## src/hw/rtl/skf_pkg.sv

```systemverilog
// ----------------------------------------------------------------------------
// skf_pkg
// Shared types, constants and the microcode program of the scalar Kalman filter.
// ----------------------------------------------------------------------------
`default_nettype none

package skf_pkg;

  localparam int unsigned DATA_W     = 32;
  localparam int unsigned GAIN_W     = 17;
  localparam int unsigned STEP_W     = 4;
  localparam int unsigned DIV_CNT_W  = 5;
  localparam int unsigned ACC_W      = 51;
  localparam int unsigned OUT_DATA_W = 88;
  localparam int unsigned CFG_IDX_W  = 2;

  localparam logic [GAIN_W-1:0]    GainOne     = 17'h10000;
  localparam logic [DATA_W-1:0]    VarOne      = 32'h0001_0000;
  localparam logic [DATA_W-1:0]    PvReset     = 32'd655;
  localparam logic [DATA_W-1:0]    MvReset     = 32'd6554;
  localparam logic [DIV_CNT_W-1:0] DivFirst    = 5'd16;

  localparam logic [CFG_IDX_W-1:0] CfgInitEst  = 2'd0;
  localparam logic [CFG_IDX_W-1:0] CfgProcVar  = 2'd1;
  localparam logic [CFG_IDX_W-1:0] CfgMeasVar  = 2'd2;

  typedef enum logic [3:0] {
    OP_IDLE,
    OP_PRED,
    OP_DEN,
    OP_DIV,
    OP_GAIN,
    OP_MUL_DLO,
    OP_MUL_DHI,
    OP_EST,
    OP_MUL_PLO,
    OP_MUL_PHI,
    OP_EMIT
  } op_e;

  typedef enum logic [1:0] {
    HOLD_NONE,
    HOLD_IN,
    HOLD_DIV,
    HOLD_OUT
  } hold_e;

  typedef struct packed {
    op_e   op;
    hold_e hold;
    logic  last;
  } ctrl_t;

  typedef struct packed {
    logic in_req;
    logic div_done;
    logic out_free;
  } stat_t;

  function automatic ctrl_t ucode(logic [STEP_W-1:0] step);
    ctrl_t w;
    unique case (step)
      4'd0:    w = '{op: OP_IDLE,    hold: HOLD_IN,   last: 1'b0};
      4'd1:    w = '{op: OP_PRED,    hold: HOLD_NONE, last: 1'b0};
      4'd2:    w = '{op: OP_DEN,     hold: HOLD_NONE, last: 1'b0};
      4'd3:    w = '{op: OP_DIV,     hold: HOLD_DIV,  last: 1'b0};
      4'd4:    w = '{op: OP_GAIN,    hold: HOLD_NONE, last: 1'b0};
      4'd5:    w = '{op: OP_MUL_DLO, hold: HOLD_NONE, last: 1'b0};
      4'd6:    w = '{op: OP_MUL_DHI, hold: HOLD_NONE, last: 1'b0};
      4'd7:    w = '{op: OP_EST,     hold: HOLD_NONE, last: 1'b0};
      4'd8:    w = '{op: OP_MUL_PLO, hold: HOLD_NONE, last: 1'b0};
      4'd9:    w = '{op: OP_MUL_PHI, hold: HOLD_NONE, last: 1'b0};
      4'd10:   w = '{op: OP_EMIT,    hold: HOLD_OUT,  last: 1'b1};
      default: w = '{op: OP_IDLE,    hold: HOLD_IN,   last: 1'b0};
    endcase
    return w;
  endfunction

endpackage

`default_nettype wire

```

## src/hw/rtl/skf_seq.sv

```systemverilog
// ----------------------------------------------------------------------------
// skf_seq
// Step counter and microcode ROM; holds a step until its condition is met.
// ----------------------------------------------------------------------------
`default_nettype none

module skf_seq (
  input  wire logic           clk_i,
  input  wire logic           rst_ni,
  input  wire skf_pkg::stat_t stat_i,
  output skf_pkg::ctrl_t      ctrl_o
);

  logic [skf_pkg::STEP_W-1:0] step_q, step_d;
  logic                       advance;

  assign ctrl_o = skf_pkg::ucode(step_q);

  always_comb begin
    unique case (ctrl_o.hold)
      skf_pkg::HOLD_NONE: advance = 1'b1;
      skf_pkg::HOLD_IN:   advance = stat_i.in_req;
      skf_pkg::HOLD_DIV:  advance = stat_i.div_done;
      skf_pkg::HOLD_OUT:  advance = stat_i.out_free;
      default:            advance = 1'b0;
    endcase
  end

  always_comb begin
    step_d = step_q;
    if (advance) begin
      step_d = ctrl_o.last ? '0 : step_q + 1'b1;
    end
  end

  always_ff @(posedge clk_i or negedge rst_ni) begin
    if (!rst_ni) begin
      step_q <= '0;
    end else begin
      step_q <= step_d;
    end
  end

endmodule

`default_nettype wire

```

## src/hw/rtl/scalar_kalman_filter.sv

```systemverilog
// ----------------------------------------------------------------------------
// scalar_kalman_filter
// One-dimensional fixed-point Kalman filter run by a microcoded sequencer.
// ----------------------------------------------------------------------------
// Usage:
//   s_axis carries one signed Q16.16 measurement per request. m_axis returns
//   one result per measurement: estimate, error variance and gain.
//   The cfg channel writes the initial estimate (0), the process noise (1)
//   and the measurement noise (2); writing index 0 restarts the filter with
//   variance 1.0. Other indexes are ignored. Write only while idle.
//   A measurement is taken only in the idle step, so one item is in flight at
//   a time; its result is registered when the last step emits it. The
//   17-step restoring gain divider and the 18x18 multiplier, used four times
//   per item in 16-bit halves, form the gain and the update.
//   Reset: estimate 0, variance 1.0, process variance 655, measurement
//   variance 6554, no result pending.
//   A stalled receiver keeps the result in the output register; the next
//   measurement is still accepted and processed, and the sequencer waits in
//   its last step until the output register frees up.
// ----------------------------------------------------------------------------
`default_nettype none

module scalar_kalman_filter (
  input  wire logic        clk_i,
  input  wire logic        rst_ni,
  input  wire logic        s_axis_tvalid,
  output logic             s_axis_tready,
  input  wire logic [31:0] s_axis_tdata,   // [31:0] measurement
  output logic             m_axis_tvalid,
  input  wire logic        m_axis_tready,
  output logic [87:0]      m_axis_tdata,   // [31:0] estimate, [63:32] error_variance,
                                           // [80:64] gain, [87:81] zero
  input  wire logic        cfg_valid_i,
  output logic             cfg_ready_o,
  input  wire logic [1:0]  cfg_index_i,
  input  wire logic [31:0] cfg_data_i
);

  localparam int unsigned DW = skf_pkg::DATA_W;
  localparam int unsigned GW = skf_pkg::GAIN_W;
  localparam int unsigned AW = skf_pkg::ACC_W;

  skf_pkg::ctrl_t ctrl;
  skf_pkg::stat_t stat;

  logic in_acc, out_free, cfg_we;

  // filter state and registers
  logic [DW-1:0] est_q, est_d, var_q, var_d, pv_q, mv_q;
  // datapath
  logic [DW-1:0]            meas_q, pred_q, pred_d;
  logic [DW:0]              den_q, den_d, diff_q, diff_d, rem_q, rem_d;
  logic [GW-1:0]            quot_q, quot_d, gain_q, gain_d, omg;
  logic [skf_pkg::DIV_CNT_W-1:0] cnt_q, cnt_d;
  logic [AW-1:0]            acc_q, acc_d, prod_ext, prod_sh;
  logic [DW+1:0]            r_sh, r_sub;
  logic                     r_ge;
  logic [DW:0]              pv_sum;
  logic [DW+1:0]            est_sh;
  logic [DW+2:0]            est_sum;
  logic [DW-1:0]            est_new, var_new;
  logic signed [17:0]       mul_a, mul_b;
  logic signed [35:0]       prod;
  logic [80:0]              out_q;
  logic                     out_valid_q;

  assign in_acc        = s_axis_tvalid && s_axis_tready;
  assign out_free      = !out_valid_q || m_axis_tready;
  assign s_axis_tready = (ctrl.op == skf_pkg::OP_IDLE);
  assign cfg_ready_o   = 1'b1;
  assign cfg_we        = cfg_valid_i && cfg_ready_o;

  assign stat = '{in_req: in_acc, div_done: (cnt_q == '0), out_free: out_free};

  skf_seq u_seq (
    .clk_i  (clk_i),
    .rst_ni (rst_ni),
    .stat_i (stat),
    .ctrl_o (ctrl)
  );

  // predict, gain denominator and measurement residual
  assign pv_sum = {1'b0, var_q} + {1'b0, pv_q};
  assign pred_d = pv_sum[DW] ? '1 : pv_sum[DW-1:0];
  assign den_d  = {1'b0, pred_q} + {1'b0, mv_q};
  assign diff_d = {meas_q[DW-1], meas_q} - {est_q[DW-1], est_q};

  // restoring divide step; the only nonzero numerator bit left is pred[0]
  assign r_sh  = {rem_q, (cnt_q == skf_pkg::DivFirst) ? pred_q[0] : 1'b0};
  assign r_sub = r_sh - {1'b0, den_q};
  assign r_ge  = (r_sh >= {1'b0, den_q});
  assign gain_d = (den_q == '0) ? '0 : quot_q;
  assign omg    = skf_pkg::GainOne - gain_q;

  always_comb begin
    rem_d  = rem_q;
    quot_d = quot_q;
    cnt_d  = cnt_q;
    if (ctrl.op == skf_pkg::OP_DEN) begin
      rem_d  = {2'b0, pred_q[DW-1:1]};
      quot_d = '0;
      cnt_d  = skf_pkg::DivFirst;
    end else if (ctrl.op == skf_pkg::OP_DIV) begin
      rem_d  = r_ge ? r_sub[DW:0] : r_sh[DW:0];
      quot_d = {quot_q[GW-2:0], r_ge};
      if (cnt_q != '0) begin
        cnt_d = cnt_q - 1'b1;
      end
    end
  end

  // shared multiplier, operands in 16-bit halves
  always_comb begin
    mul_a = $signed({1'b0, gain_q});
    mul_b = '0;
    unique case (ctrl.op)
      skf_pkg::OP_MUL_DLO: mul_b = $signed({2'b0, diff_q[15:0]});
      skf_pkg::OP_MUL_DHI: mul_b = $signed({diff_q[DW], diff_q[DW:16]});
      skf_pkg::OP_MUL_PLO: begin
        mul_a = $signed({1'b0, omg});
        mul_b = $signed({2'b0, pred_q[15:0]});
      end
      skf_pkg::OP_MUL_PHI: begin
        mul_a = $signed({1'b0, omg});
        mul_b = $signed({2'b0, pred_q[DW-1:16]});
      end
      default: mul_b = '0;
    endcase
  end

  assign prod     = mul_a * mul_b;
  assign prod_ext = {{(AW-36){prod[35]}}, prod};
  assign prod_sh  = {prod[34:0], 16'b0};

  always_comb begin
    unique case (ctrl.op)
      skf_pkg::OP_MUL_DLO, skf_pkg::OP_MUL_PLO: acc_d = prod_ext;
      skf_pkg::OP_MUL_DHI, skf_pkg::OP_MUL_PHI: acc_d = acc_q + prod_sh;
      default:                                  acc_d = acc_q;
    endcase
  end

  // update: floor shift of the correction, clamp to 32 bits
  assign est_sh  = acc_q[49:16];
  assign est_sum = {{3{est_q[DW-1]}}, est_q} + {est_sh[DW+1], est_sh};
  always_comb begin
    if (est_sum[DW+2:DW-1] == '0 || est_sum[DW+2:DW-1] == '1) begin
      est_new = est_sum[DW-1:0];
    end else begin
      est_new = est_sum[DW+2] ? 32'h8000_0000 : 32'h7FFF_FFFF;
    end
  end
  assign var_new = acc_q[47:16];

  always_comb begin
    est_d = est_q;
    var_d = var_q;
    if (cfg_we && cfg_index_i == skf_pkg::CfgInitEst) begin
      est_d = cfg_data_i;
      var_d = skf_pkg::VarOne;
    end else begin
      if (ctrl.op == skf_pkg::OP_EST) begin
        est_d = est_new;
      end
      if (ctrl.op == skf_pkg::OP_EMIT && out_free) begin
        var_d = var_new;
      end
    end
  end

  always_ff @(posedge clk_i or negedge rst_ni) begin
    if (!rst_ni) begin
      est_q       <= '0;
      var_q       <= skf_pkg::VarOne;
      pv_q        <= skf_pkg::PvReset;
      mv_q        <= skf_pkg::MvReset;
      cnt_q       <= '0;
      out_valid_q <= 1'b0;
    end else begin
      est_q <= est_d;
      var_q <= var_d;
      cnt_q <= cnt_d;
      if (cfg_we && cfg_index_i == skf_pkg::CfgProcVar) begin
        pv_q <= cfg_data_i;
      end
      if (cfg_we && cfg_index_i == skf_pkg::CfgMeasVar) begin
        mv_q <= cfg_data_i;
      end
      if (ctrl.op == skf_pkg::OP_EMIT && out_free) begin
        out_valid_q <= 1'b1;
      end else if (m_axis_tready) begin
        out_valid_q <= 1'b0;
      end
    end
  end

  always_ff @(posedge clk_i) begin
    if (in_acc) begin
      meas_q <= s_axis_tdata;
    end
    if (ctrl.op == skf_pkg::OP_PRED) begin
      pred_q <= pred_d;
    end
    if (ctrl.op == skf_pkg::OP_DEN) begin
      den_q  <= den_d;
      diff_q <= diff_d;
    end
    if (ctrl.op == skf_pkg::OP_GAIN) begin
      gain_q <= gain_d;
    end
    rem_q  <= rem_d;
    quot_q <= quot_d;
    acc_q  <= acc_d;
    if (ctrl.op == skf_pkg::OP_EMIT && out_free) begin
      out_q <= {gain_q, var_new, est_q};
    end
  end

  assign m_axis_tvalid = out_valid_q;
  assign m_axis_tdata  = {7'b0, out_q};

  // assertions
  a_gain_range: assert property (@(posedge clk_i) disable iff (!rst_ni)
    out_valid_q |-> (out_q[80:64] <= skf_pkg::GainOne))
    else $error("gain above one");

  a_one_in_flight: assert property (@(posedge clk_i) disable iff (!rst_ni)
    in_acc |=> !s_axis_tready)
    else $error("second measurement taken while busy");

  a_zero_den: assert property (@(posedge clk_i) disable iff (!rst_ni)
    (ctrl.op == skf_pkg::OP_GAIN && den_q == '0) |=> (gain_q == '0))
    else $error("nonzero gain with zero denominator");

  a_div_done: assert property (@(posedge clk_i) disable iff (!rst_ni)
    (ctrl.op == skf_pkg::OP_GAIN) |-> (cnt_q == '0))
    else $error("gain taken before divide finished");

endmodule

`default_nettype wire
```

## config.mk

```make
export PLATFORM = sky130hd
export DESIGN_NAME = scalar_kalman_filter
export DESIGN_NICKNAME = d
export VERILOG_FILES = /design/src/hw/rtl/skf_pkg.sv /design/src/hw/rtl/skf_seq.sv /design/src/hw/rtl/scalar_kalman_filter.sv
export SDC_FILE = /design/constraint.sdc
export NUM_CORES = 2
export LEC_CHECK = 0
export ABC_CLOCK_PERIOD_IN_PS = 10200
export BUFFER_PORTS_ARGS = -buffer_cell sky130_fd_sc_hd__buf_2
export CAP_MARGIN = 20
export CELL_PAD_IN_SITES_DETAIL_PLACEMENT = 1
export CELL_PAD_IN_SITES_GLOBAL_PLACEMENT = 1
export CORE_MARGIN = 2
export CORE_UTILIZATION = 45
export DETAILED_ROUTE_END_ITERATION = 16
export GPL_TIMING_DRIVEN = 0
export PLACE_DENSITY = 0.88
export SYNTH_ARGS = -nofsm -noshare
export SYNTH_HDL_FRONTEND = slang
export SYNTH_SLANG_ARGS = --single-unit
export TNS_END_PERCENT = 1
```

## constraint.sdc

```tcl
create_clock -name clk_i -period 10.2 [get_ports clk_i]
set_clock_uncertainty 0.1 [all_clocks]
set_input_delay 2.04 -clock clk_i [delete_from_list [all_inputs] [get_ports clk_i]]
set_output_delay 2.04 -clock clk_i [all_outputs]
set_load 0.005 [all_outputs]
```

Word-level counts from Yosys, hierarchy flattened

Memory sizes are Yosys's and may differ from the RTL's.
Index checks and enable logic that the tools add are counted.

$add $sub $neg: 9
$mul: 1
Order comparisons: 1
Equality and inequality tests: 17
Muxes and demuxes: 20
Reductions and logical operators: 25

Operators by type and width:

| operator                                       | count |
|---|---|
| 2-to-1 mux 32 bit                              | 6 |
| one-hot mux 51 bit (2 select lines)            | 1 |
| one-hot mux 18 bit (4 select lines)            | 1 |
| adder 32 x 32 -> 33 bit                        | 2 |
| 2-to-1 mux 31 bit                              | 2 |
| adder 51 bit                                   | 1 |
| multiplier 18 x 18 -> 36 bit                   | 1 |
| adder 32 x 34 -> 35 bit                        | 1 |
| >= comparator 34 x 33 -> 1 bit                 | 1 |
| zero test 33 bit                               | 1 |
| 2-to-1 mux 33 bit                              | 1 |
| subtractor 32 x 32 -> 33 bit                   | 1 |
| subtractor 33 bit                              | 1 |
| 2-to-1 mux 17 bit                              | 1 |
| subtractor 17 bit (first input constant)       | 1 |
| == test 4 x 3 -> 1 bit (second input constant) | 4 |
| == test 4 bit (second input constant)          | 4 |
| 2-to-1 mux 5 bit                               | 3 |
| nonzero test 2 bit                             | 6 |
| == test 4 x 2 -> 1 bit (second input constant) | 2 |
| zero test 4 bit                                | 2 |
| == test 2 bit (second input constant)          | 3 |
| OR reduction 2 bit                             | 3 |
| == test 5 bit (second input constant)          | 1 |
| 14 further kinds                               | 23 |

Bits in registers: 467
ROM bits: 112
Input port bits: 71
Output and inout bits: 91
Logic and storage cells: 91
Memories kept: 1

Memories:

| name            | depth | bits a word | read ports | clocked after Yosys merged registers in | write ports | line          | text |
|---|---|---|---|---|---|---|---|
| (no name shown) | 16    | 7           | 1          | 0                                       | 0           | skf_pkg.sv:62 | `unique case (step)` |

Longest topological paths before layout

An unclocked memory read counts as a cell.

Depth in word-level cells: 7
Mapped depth: 45
Gate-level depth less buffers: 42

Cells and area by module

A second synthesis with hierarchy kept.

Cell total of the unflattened synthesis: 3876
Area, all modules: 37279.5 sq um

By module, submodules not included:

| module               | times used | cells each | area an instance (sq um) | sequential area each (sq um) |
|---|---|---|---|---|
| scalar_kalman_filter | 1          | 3829       | 36849.1                  | 12549.5 |
| skf_seq              | 1          | 47         | 430.4                    | 100.1 |

Worst setup path before layout

No wires, ideal clock.

Path type: register -> register
Start point: register u_seq.step_q[1] (netlist name)
End point: register acc_q[49] (data pin)
Setup time: 272 ps
Arrival: 9351 ps
Data required time: 9828 ps
Path slack: 476 ps
Cell stages (with the launch flop): 42
Buffers on the path: 3
Period minus slack after synthesis: 9724 ps
Cell sequence: dfrtp_1 -> ha_1 -> inv_1 -> ha_1 -> nand2_1 -> or2_2 -> buf_2 -> nor2_1 -> clkbuf_1 -> a222oi_1 -> nand2_1 -> clkbuf_1 -> nand2_1 -> fa_1 -> inv_1 -> fa_1 -> fa_1 -> fa_1 -> (+6 left out) -> a21o_1 -> a21oi_1 -> a21oi_1 -> a2bb2oi_1 -> a21oi_1 -> o21ai_0 -> a21oi_1 -> o21bai_1 -> xor2_1 -> ha_1 -> a21oi_1 -> inv_1 -> or3_1 -> o211a_1 -> o21a_1 -> nor2_1 -> xnor2_1 -> o21ai_0

Longest elaborated chain between the ends: 7
Elaborated cells between the ends (all ways): 13
Classes of those cells: add/sub: 1; mul: 1; eq/ne: 4; mux: 3; reduce/logical: 3; memory: 1

RTL lines:

| item                                    | line                                                     | text |
|---|---|---|
| from (decl)                             | skf_seq.sv:14                                            | `logic [skf_pkg::STEP_W-1:0] step_q, step_d;` |
| from (signal assigned)                  | skf_seq.sv:40                                            | `step_q <= step_d;` |
| memory read (16 x 7 bit) (*)            | --                                                       |  |
| == test 4 bit                           | scalar_kalman_filter.sv:116, scalar_kalman_filter.sv:136 |  |
| OR reduction 2 bit (no source line)     | --                                                       |  |
| 2-to-1 mux 17 bit                       | scalar_kalman_filter.sv:116                              | `unique case (ctrl.op)` |
| multiplier 18 x 18 -> 36 bit            | scalar_kalman_filter.sv:131                              | `assign prod = mul_a * mul_b;` |
| adder 51 bit                            | scalar_kalman_filter.sv:138                              | `skf_pkg::OP_MUL_DHI, skf_pkg::OP_MUL_PHI: acc_d = acc_q + prod_sh;` |
| one-hot mux 51 bit (2 select lines) (*) | scalar_kalman_filter.sv:136                              | `unique case (ctrl.op)` |
| net acc_d[49]                           | scalar_kalman_filter.sv:55                               | `logic [AW-1:0] acc_q, acc_d, prod_ext, prod_sh;` |
| to (signal assigned)                    | scalar_kalman_filter.sv:213                              | `acc_q <= acc_d;` |
| to (decl)                               | scalar_kalman_filter.sv:55                               |  |

Mark *: on every way through the listed nets, which the timed path passes. The rest lies on a longest branch.
A chain may end at the register's enable or synchronous reset.

Worst setup path in the final report

Start point: register u_seq.step_q[3] (netlist name)
End point: register acc_q[46] (data pin)

The elaborated chain is that of the path after synthesis.

==> metrics.txt <==
CTS hold repair buffers 0; DR pass1 iterations 9; post-synthesis simple-gate area fraction 0.134; die height approximately 290 um; hold depth 2; Die Area around 85000 um^2; flops & latches, synth 450; via count approximately 36k; Non-Filler Instances around 5.3k; syn avg cell area ~9.7 um^2; CP Depth 38; DRT Wirelength ~170 mm; vias in the first global route between 30k and 40k; final antenna-violating net count 0; # IOs 162; Most used DFF post-synth edfxtp_1; worst slack, placed -2.19 ns; CP max-delay cell nor3_2; main combinational cell family by area after synthesis adder cells; outcome finished, violations left; Core Footprint 81700 um^2; Initial Util 0.453; slew of the pin with the lowest slew margin roughly 1.1 ns; Root Buffer clkbuf_16; final worst slack -0.929 ns; Layout area overhead 16.5%; row cnt about 110; Post-Syn Instances around 3.8k; # clock sinks 450; commonest non-fill, non-tap cell in the layout inv_1; YS warnings 0; Netlist cell types 97; CP Max Fanout 10; DR iter-0 viols about 4.5k; GRT Resource Usage Total 0.346; ys async rst share 0.307; Max clock buf depth 3; post-synthesis mux area share 0.0248; CTS H-Tree Depth 2; Post-synth EDFFs between 200 and 300; Synth Area in Adders 0.246; clock-pin slew on the worst setup and hold paths 0.08 ns; commonest non-fill, non-tap cells in the layout inv_1 (423), nand2_1 (397), nor2_1 (352); Nets between 4k and 5k; design area 43100 um^2; DRC errors left 0; crit path launch type flip-flop; Worst R2R Path Depth 38; Final Hold Vio Count 0; max-cap viol count 0; Final Max Tran Viols 0; area post-placement a little under 40000 um^2; worst hold path type reg -> reg; fmax roughly 90 MHz; Max-slew headroom 0.258; CP top delay family adder cells; Setup CP Type reg -> reg; input/output buffers roughly 150; largest net degree at the start of global routing 73; placed insts about 5.1k; Post-Syn Area ~37000 um^2; slowest stage delay, CP between 0.6 and 0.7 ns; TritonCTS buffer count 50; WP buf/inv 6; Final setup viols 19; vias per cell between 6 and 7; RePlAce Congestion between 0.9 and 1; Post-Synth XOR/XNOR Area 0.0499; endpoint class of the critical path flip-flop; first-pass GRT wire length around 220 mm; register area share after synthesis 0.342; Period minus WS final approximately 11 ns; HPWL after detailed placement between 100 and 150 mm; DIE WIDTH between 200 and 300 um; final hold slack between 0.3 and 0.4 ns; global route total overflow 0; proportion of layout cells with a drive suffix above 1 0.176; CTS tree yes; Req. time, crit path ~10 ns; worst skew pair latency around 0.67 ns; mean routed wirelength per cell roughly 33 um; initial antenna violation count 15; failing checks setup timing; data arrival time of the critical path between 10 and 15 ns; Final period util 1.09; compound-gate portion of the synthesized area 0.144
synthesized netlist by cell type (all sizes together) (12+ instances only):
cell | number | area (um^2)
and3 | 13 | 81.3
o31ai | 13 | 103
o22ai | 23 | 144
a21o | 91 | 684
nand4 | 20 | 125
mux2 | 67 | 754
nand3 | 78 | 395
nor4 | 15 | 106
dfrtp | 124 | 3100
dfxtp | 19 | 380
nand2b | 40 | 250
a211oi | 20 | 150
a21oi | 293 | 1550
a31oi | 23 | 144
o21a | 32 | 240
buf | 26 | 176
o21bai | 29 | 218
or3 | 16 | 100
nor3 | 44 | 231
xor2 | 73 | 639
clkbuf | 84 | 355
o21ai | 189 | 953
nor2b | 43 | 269
nor2 | 369 | 1390
a22oi | 12 | 90.1
xnor2 | 138 | 1210
mux2i | 16 | 164
inv | 433 | 1630
and2 | 19 | 124
or2 | 20 | 125
ha | 335 | 4190
dfstp | 14 | 368
fa | 246 | 4920
o211ai | 15 | 118
nand2 | 410 | 1540
edfxtp | 293 | 8800
area by class of cell:
type / count / area, um^2
Fill cell: 9149 / 38600
Multi-Input combinational cell: 2837 / 23300
Sequential cell: 450 / 12700
Timing Repair Buffer: 272 / 1760
Inverter: 434 / 1640
Clock buffer: 67 / 1420
Tap cell: 1070 / 1340
Buffer: 107 / 693
Clock inverter: 27 / 268
Antenna cell: 11 / 27.5
worst paths after layout:
path                                      start         end  slack [ns]
worst max-delay path            u_seq.step_q[3]   acc_q[46]       -0.93
worst min-delay path                 quot_q[16]  quot_q[16]        0.35
min in group asynchronous                rst_ni   var_q[25]        1.34
max in group asynchronous                rst_ni     pv_q[1]        7.75
worst min register to register       quot_q[16]  quot_q[16]        0.35
worst max register to register  u_seq.step_q[3]   acc_q[46]       -0.93
layer usage:
metal	vias to the layer above	routed length, um	global-route usage
met5	-	53	0.00113
met4	8	19400	0.227
met3	1375	23400	0.0912
met2	3240	73800	0.552
met1	17324	58000	0.413
li1	13827	-	-
flip-flops by register name, indices dropped and copies added (netlist names), 5 cells and up:
| register | flops |
|---|---|
| out_q | 81 |
| var_q | 32 |
| rem_q | 33 |
| meas_q | 32 |
| diff_q | 33 |
| est_q | 32 |
| mv_q | 32 |
| den_q | 33 |
| quot_q | 17 |
| cnt_q | 5 |
| gain_q | 17 |
| pv_q | 32 |
| pred_q | 32 |
| acc_q | 34 |
tightest hold or removal path, stage by stage, from the launching register on:
cell and delay (ns):
dfxtp_1 0.31, nand2_1 0.05, nand2_1 0.04
per-stage QoR:
step | setup TNS [ns] | utilization
CTS | 0 | 0.514
global placement | -16.02 | 0.479
detailed placement | -22.79 | 0.481
global route | -12.89 | 0.528
floorplan | 0 | -
finish | -10.26 | 0.528
kinds of logic (layout without fill, tap and decap cells):
logic type	Yosys count	after routing
buf+inv	546	907
fa+ha+maj	581	581
compound gates	840	840
simple gates	1114	1114
mux	83	83
xor+xnor	211	211
other cells	2	19
flops	450	450
repair_timing:
action | in CTS | in global routing
resized for setup | 137 | 208
pin swaps | 26 | 61
cloned | 1 | 0
setup endpoints to repair | 25 | 17
setup buffers | 49 | 56
Power is not shown: default switching activity piles up to over one toggle a cycle in this logic, so the estimate is an artifact.
